==> src/rtl/core/qrb_pkg.sv <==
// ----------------------------------------------------------------------------
// qrb_pkg
// Shared types and constants for the quadratic residue bitstring block.
// ----------------------------------------------------------------------------
package qrb_pkg;

  localparam int MAX_MODULUS = 4096;
  localparam int MOD_W       = 13;
  localparam int WORD_W      = 64;
  localparam int ADDR_W      = 12;
  localparam int BIT_W       = 6;
  localparam int WADDR_W     = ADDR_W - BIT_W;
  localparam int NWORDS      = MAX_MODULUS / WORD_W;
  localparam int NBITS_W     = 7;
  localparam int HALF_W      = ADDR_W - 1;

  typedef enum logic [2:0] {
    S_IDLE,
    S_START,
    S_CLEAR,
    S_MARK,
    S_READ,
    S_LOAD,
    S_SEND
  } state_t;

  typedef struct packed {
    logic load;
    logic wc_clr;
    logic wc_inc;
    logic clr_wr;
    logic mark_init;
    logic mark_step;
    logic rd_issue;
    logic out_load;
    logic out_spec;
  } cmd_t;

  typedef struct packed {
    logic special;
    logic clr_done;
    logic mark_done;
    logic taken;
    logic out_last;
  } sts_t;

endpackage

==> src/rtl/core/qrb_ctrl.sv <==
// ----------------------------------------------------------------------------
// qrb_ctrl
// Sequencer: clear the bitmap, mark the squares, read out word by word, or send one special beat.
// ----------------------------------------------------------------------------
module qrb_ctrl (
  input  logic          clk,
  input  logic          rst_n,
  input  logic          in_valid,
  output logic          in_stall,
  input  qrb_pkg::sts_t sts,
  output qrb_pkg::cmd_t cmd
);

  qrb_pkg::state_t state_r;
  qrb_pkg::state_t state_nxt;

  always_ff @(posedge clk) begin
    if (!rst_n) begin
      state_r <= qrb_pkg::S_IDLE;
    end else begin
      state_r <= state_nxt;
    end
  end

  always_comb begin
    state_nxt = state_r;
    cmd       = '0;
    in_stall  = 1'b1;
    case (state_r)
      qrb_pkg::S_IDLE: begin
        in_stall = 1'b0;
        if (in_valid) begin
          cmd.load   = 1'b1;
          cmd.wc_clr = 1'b1;
          state_nxt  = qrb_pkg::S_START;
        end
      end
      qrb_pkg::S_START: begin
        if (sts.special) begin
          cmd.out_spec = 1'b1;
          state_nxt    = qrb_pkg::S_SEND;
        end else begin
          state_nxt = qrb_pkg::S_CLEAR;
        end
      end
      qrb_pkg::S_CLEAR: begin
        cmd.clr_wr = 1'b1;
        if (sts.clr_done) begin
          cmd.mark_init = 1'b1;
          cmd.wc_clr    = 1'b1;
          state_nxt     = qrb_pkg::S_MARK;
        end else begin
          cmd.wc_inc = 1'b1;
        end
      end
      qrb_pkg::S_MARK: begin
        cmd.mark_step = 1'b1;
        if (sts.mark_done) begin
          state_nxt = qrb_pkg::S_READ;
        end
      end
      qrb_pkg::S_READ: begin
        cmd.rd_issue = 1'b1;
        state_nxt    = qrb_pkg::S_LOAD;
      end
      qrb_pkg::S_LOAD: begin
        cmd.out_load = 1'b1;
        state_nxt    = qrb_pkg::S_SEND;
      end
      qrb_pkg::S_SEND: begin
        if (sts.taken) begin
          if (sts.out_last) begin
            state_nxt = qrb_pkg::S_IDLE;
          end else begin
            cmd.wc_inc = 1'b1;
            state_nxt  = qrb_pkg::S_READ;
          end
        end
      end
      default: begin
        state_nxt = qrb_pkg::S_IDLE;
      end
    endcase
  end

endmodule

==> config.mk <==
export PLATFORM = sky130hd
export DESIGN_NAME = qrb_ctrl
export DESIGN_NICKNAME = d
export VERILOG_FILES = /design/src/rtl/core/qrb_pkg.sv /design/src/rtl/core/qrb_ctrl.sv
export SDC_FILE = /design/constraint.sdc
export NUM_CORES = 1
export LEC_CHECK = 0
export BUFFER_PORTS_ARGS = -buffer_cell sky130_fd_sc_hd__buf_2
export CAP_MARGIN = 0
export CORE_AREA = 2 2 39 41
export DETAILED_ROUTE_END_ITERATION = 7
export DIE_AREA = 0 0 41 43
export SLEW_MARGIN = 20
export SYNTH_ARGS = -nofsm -noshare
export SYNTH_HDL_FRONTEND = slang
export SYNTH_SLANG_ARGS = --single-unit
==> constraint.sdc <==
create_clock -name clk -period 1.37 [get_ports clk]
set_input_delay 0.137 -clock clk [delete_from_list [all_inputs] [get_ports clk]]
set_output_delay 0.137 -clock clk [all_outputs]
set_load 0.1 [all_outputs]
-- After elaboration in Yosys (flattened, before gate mapping)
Cells that the tools add are included.
- register bits: 3
- latch bits: 0
- bits in writable memories: 0
- bits in read-only memories: 0
- output and inout port bits: 10
- memories kept: 0
- $add $sub $neg: 0
- multipliers: 0
- div/mod/pow operators: 0
- $lt $le $gt $ge: 0
- eq/ne operators: 10
- shifts and indexed selects: 0
- muxes and demuxes: 22
- bitwise gates (word level): 0
- reductions and logical operators: 2
- operators by type and width (operator ; number):
    one-hot mux 3 bit (7 select lines) ; 1
    2-to-1 mux 3 bit ; 6
    2-to-1 mux 1 bit ; 11
    equality test 3 bit, second input constant ; 3
    inequality test 2 bit, second input constant ; 4
    equality test 3 x 2 -> 1 bit, second input constant ; 2
    2-to-1 mux 2 bit ; 2
    one-hot mux 1 bit (2 select lines) ; 2
    AND reduction 4 bit ; 1
    equality test 3 x 1 -> 1 bit, second input constant ; 1
    logical NOT 3 bit ; 1

-- Longest topological paths before layout
- word-level depth: 3
- gate-level depth with buffers: 4
- mapped depth without buffers: 3

-- Least setup slack after synthesis
OpenSTA, ideal clock, no wires.
- path kind: register to output
- start point: register state_r[2]
- end point: output port cmd[6] (netlist name)
- data arrival time: 2787 ps
- data required time: 1233 ps
- slack: -1554 ps
- cell stages (with the launch flop): 5
- buffers on the path: 1
- cell sequence: dfxtp_1 buf_4 nor2_1 a31oi_1 nor3b_1
- RTL lines (element ; line ; RTL):
    start, declared ; qrb_ctrl.sv:14 ; qrb_pkg::state_t state_r;
    start signal, assigned ; qrb_ctrl.sv:19 ; state_r <= qrb_pkg::S_IDLE;
    start signal, assigned ; qrb_ctrl.sv:21 ; state_r <= state_nxt;
    end, declared ; qrb_ctrl.sv:11 ; output qrb_pkg::cmd_t cmd

==> metrics.md <==
| Metric | Value |
|---|---|
| TritonCTS clock tree | `built` |
| GRT Max-Usage Layer | `met2` |
| DR pass1 iterations | `2` |
| Antenna diodes | `0` |
| Synth Area in Adders | `0%` |
| Placer Congestion | `0.794` |
| Sw frac | `47.8%` |
| PD cells | `1210 mW/mm^2` |
| Power, Total | `0.000842 W` |
| Top cells by count, synth | `a21oi_1 (3), dfxtp_1 (3), inv_1 (3), nor2_1 (3), o21ai_1 (3)` |
| Combinational power share | `68.1%` |
| Grt met1 use | `9.97%` |
| Static Leak | `0.281 nW` |
| Post-synthesis mux area share | `7.20%` |
| Number of synthesized register bits | `3` |
| Clock Latency Late Sink | `0.22 ns` |
| Vias in the first global route | `312` |
| Largest regs | `state_r (3)` |
| Synth Area in Simple Gates | `36.9%` |
| Die area | `0.00176 sq mm` |
| Leading area contributor after synthesis | `dfxtp_1` |
| Nets | `71` |
| Skew final | `0.000449 ns` |
| Ports | `18` |
| Clock Tree Root | `clkbuf_4` |
| Ys async rst share | `0%` |
| Cell Area, Synth | `295 sq um` |
| CP max FO | `7` |
| Period utilisation layout | `103%` |
| Syn avg cell area | `8.20 sq um` |
| Post-DP HPWL | `596 um` |
| Total track usage | `9.54%` |
| CP max stage delay | `0.40 ns` |
| Worst Slack Setup Final | `-0.0455 ns` |
| Site Rows | `14` |
| M2 GR Usage | `16.3%` |
| Fmax | `706 MHz` |
| Warnings from Yosys | `0` |
| Count of input and output buffers | `17` |
| Initial drt markers | `1` |
| Bufs on Longest Clock Path | `2` |
| Initial Utilization | `21.3%` |
| Die Y | `43 um` |
| Net Count, Synth | `44` |
| Hold Crit Start | `rst_n` |
| WL/cell | `10.8 um` |
| Setup crit start kind | `flip-flop` |
| FF-to-FF setup slack | `0.22 ns` |
| Hold WC Path Type | `in2reg` |
| Fin Hold WS | `0.180 ns` |
| Worst setup startpoint | `state_r[0]` |
| Sequential fraction of the synthesis area | `20.3%` |
| Share of cells above drive strength 1 | `69.4%` |
| CP arrival | `1.28 ns` |
| Worst r2r src | `state_r[1]` |
| Largest family of logic cells by synthesized area | `simple AND/OR/NAND/NOR gates` |
| Most used DFF post-synth | `dfxtp_1` |
| Reg2Reg Capture Point | `state_r[2]` |
| Drt total wl | `839 um` |
| Synth Area in Compound Gates | `21.6%` |
| Xor/xnor share of the synthesized area | `0%` |
| # clock sinks | `3` |
| Grt total ovfl | `0` |
| Worst Tran Pin Value | `0.242 ns` |
| Routed Antenna Nets | `0` |
| CP max-delay cell | `or3_4` |
| Cells after Synth | `36` |
| Min-Delay Path Depth | `2` |
| Worst-path cell chain | `or3_4 > nor2_4 > buf_12` |
| Reg2Reg Depth | `4` |
| Die W | `41 um` |
| Ranking of synthesized cells by area | `dfxtp_1 (20%), nor3b_2 (8.5%), buf_6 (7.6%), a21oi_1 (5.1%), o21ai_1 (5.1%)` |
| H-tree levels | `1` |
| Residual DRC | `0` |
| Max VDD drop | `0.000554 V` |
| Largest register FFs | `3` |
| Max-cap violations | `0` |
| Failing checks | `setup timing` |
| Max-slew violations | `0` |
| EDFF count, synth | `0` |
| GR Util met3 | `1.57%` |
| Num CTS Buffers | `3` |
| Setup-failing EPs final | `2` |
| Status | `finished with violations` |
| Layout area overhead | `136%` |
| Cell variety after synth | `23` |
| Routed vias | `358` |
| Clock power share | `17.6%` |
| Antenna violations before repair | `0` |
| Fin crit period | `1.42 ns` |
| Global-route wire length before repair | `1160 um` |
| RSZ-0062 raised after global routing | `yes` |
| Worst relative slew slack | `83.4%` |
| WP data required | `1.23 ns` |
| Vias per cell | `4.59` |
| Crit path kind | `reg2out` |
| Hold EP | `state_r[1]` |
| Pin count of the biggest net entering global routing | `11` |
| Switching pwr | `0.000402 W` |
| CTS Hold Bufs | `0` |
| Int Power | `0.000440 W` |
| Most flop-heavy register | `state_r` |
| Reg power frac | `14.3%` |
| Clk slew on worst S/H paths | `0.03 ns` |
| Fin. Hold Viols | `0` |
| CP endpoint kind | `primary output` |
| Top-area cell type share of the netlist area | `20.3%` |
| Core Area | `0.00138 sq mm` |
cell families after synthesis:
family,count (synthesis)
AO/OA/AOI/OAI,10
buffers and inverters,6
AND/OR/NAND/NOR,15
multiplexers,2
flip-flops,3
per-layer routing:
layer	routed length, um	share of wire, %
met4	0	0
met2	519	62
met1	289	34
met5	0	0
met3	31	3.7
per-stage QoR:
stage | area [sq um] | TNS [ns] | util [%] | std cells | worst slack [ns]
2_1_floorplan | 352 | -1.50 | - | 36 | -0.548
3_3_place_gp | 603 | 0 | 43.6 | 70 | 0.141
3_5_place_dp | 603 | 0 | 43.6 | 70 | 0.139
4_1_cts | 661 | -0.122 | 47.7 | 76 | -0.0710
5_1_grt | 697 | -0.239 | 50.4 | 78 | -0.0873
6_report | 697 | -0.0678 | 50.4 | 78 | -0.0455
layout make-up:
type,instances,area (sq um)
multi-input cells,27,258
well taps,16,20.0
inverters,3,11.3
flip-flops and latches,3,68.8
fillers,129,687
clock buffers,4,26.3
repair buffers,25,313
how the worst max path moves through the flow:
stage	endpoint	slack, ns	depth (start not counted)
3_3_place_gp	cmd[8]	0.14	3
4_1_cts	cmd[8]	-0.07	3
6_report	cmd[8]	-0.05	3
5_1_grt	cmd[8]	-0.09	3
3_5_place_dp	cmd[8]	0.14	3
2_1_floorplan	cmd[4]	-0.55	3
worst max-delay path: cells and delay by family, from the launching register on:
family	cells	cell delay (ns)
buffers and inverters	1	0.18
DFF	1	0.36
and+or+nand+nor	2	0.51
power by group through the flow:
stage               Sequential, W  Combinational (W)  Clock (W)
floorplan                0.000115           0.000374          0
global placement         0.000127           0.000525          0
detailed placement       0.000127           0.000527          0
CTS                      0.000119           0.000556   0.000156
global route             0.000123           0.000595   0.000161
finish                   0.000121           0.000573   0.000148
placed cells by master, fill, tap and decap left out:
| cell type | instances |
|---|---|
| clkbuf_1 | 1 |
| nor3_4 | 2 |
| and4bb_2 | 1 |
| or3_4 | 1 |
| dfxtp_4 | 2 |
| mux2i_1 | 1 |
| o21ai_1 | 3 |
| o2111ai_1 | 1 |
| inv_1 | 3 |
| a31oi_2 | 1 |
| a21oi_1 | 3 |
| and2_4 | 1 |
| nand2_1 | 2 |
| mux2_1 | 1 |
| and3_2 | 1 |
| nor2_4 | 2 |
| clkbuf_2 | 1 |
| nor2_1 | 2 |
| dfxtp_2 | 1 |
| o221a_1 | 1 |
| nor3b_4 | 3 |
| a21boi_1 | 1 |
| buf_4 | 4 |
| buf_2 | 7 |
| buf_6 | 2 |
| clkbuf_4 | 3 |
| buf_12 | 11 |
repair_timing:
action,in CTS,in global routing
pin swaps,2,6
setup endpoints to repair,8,6
resized for setup,2,7
buffers inserted,2,2
No activity file was read; power rests on OpenSTA's default activity.
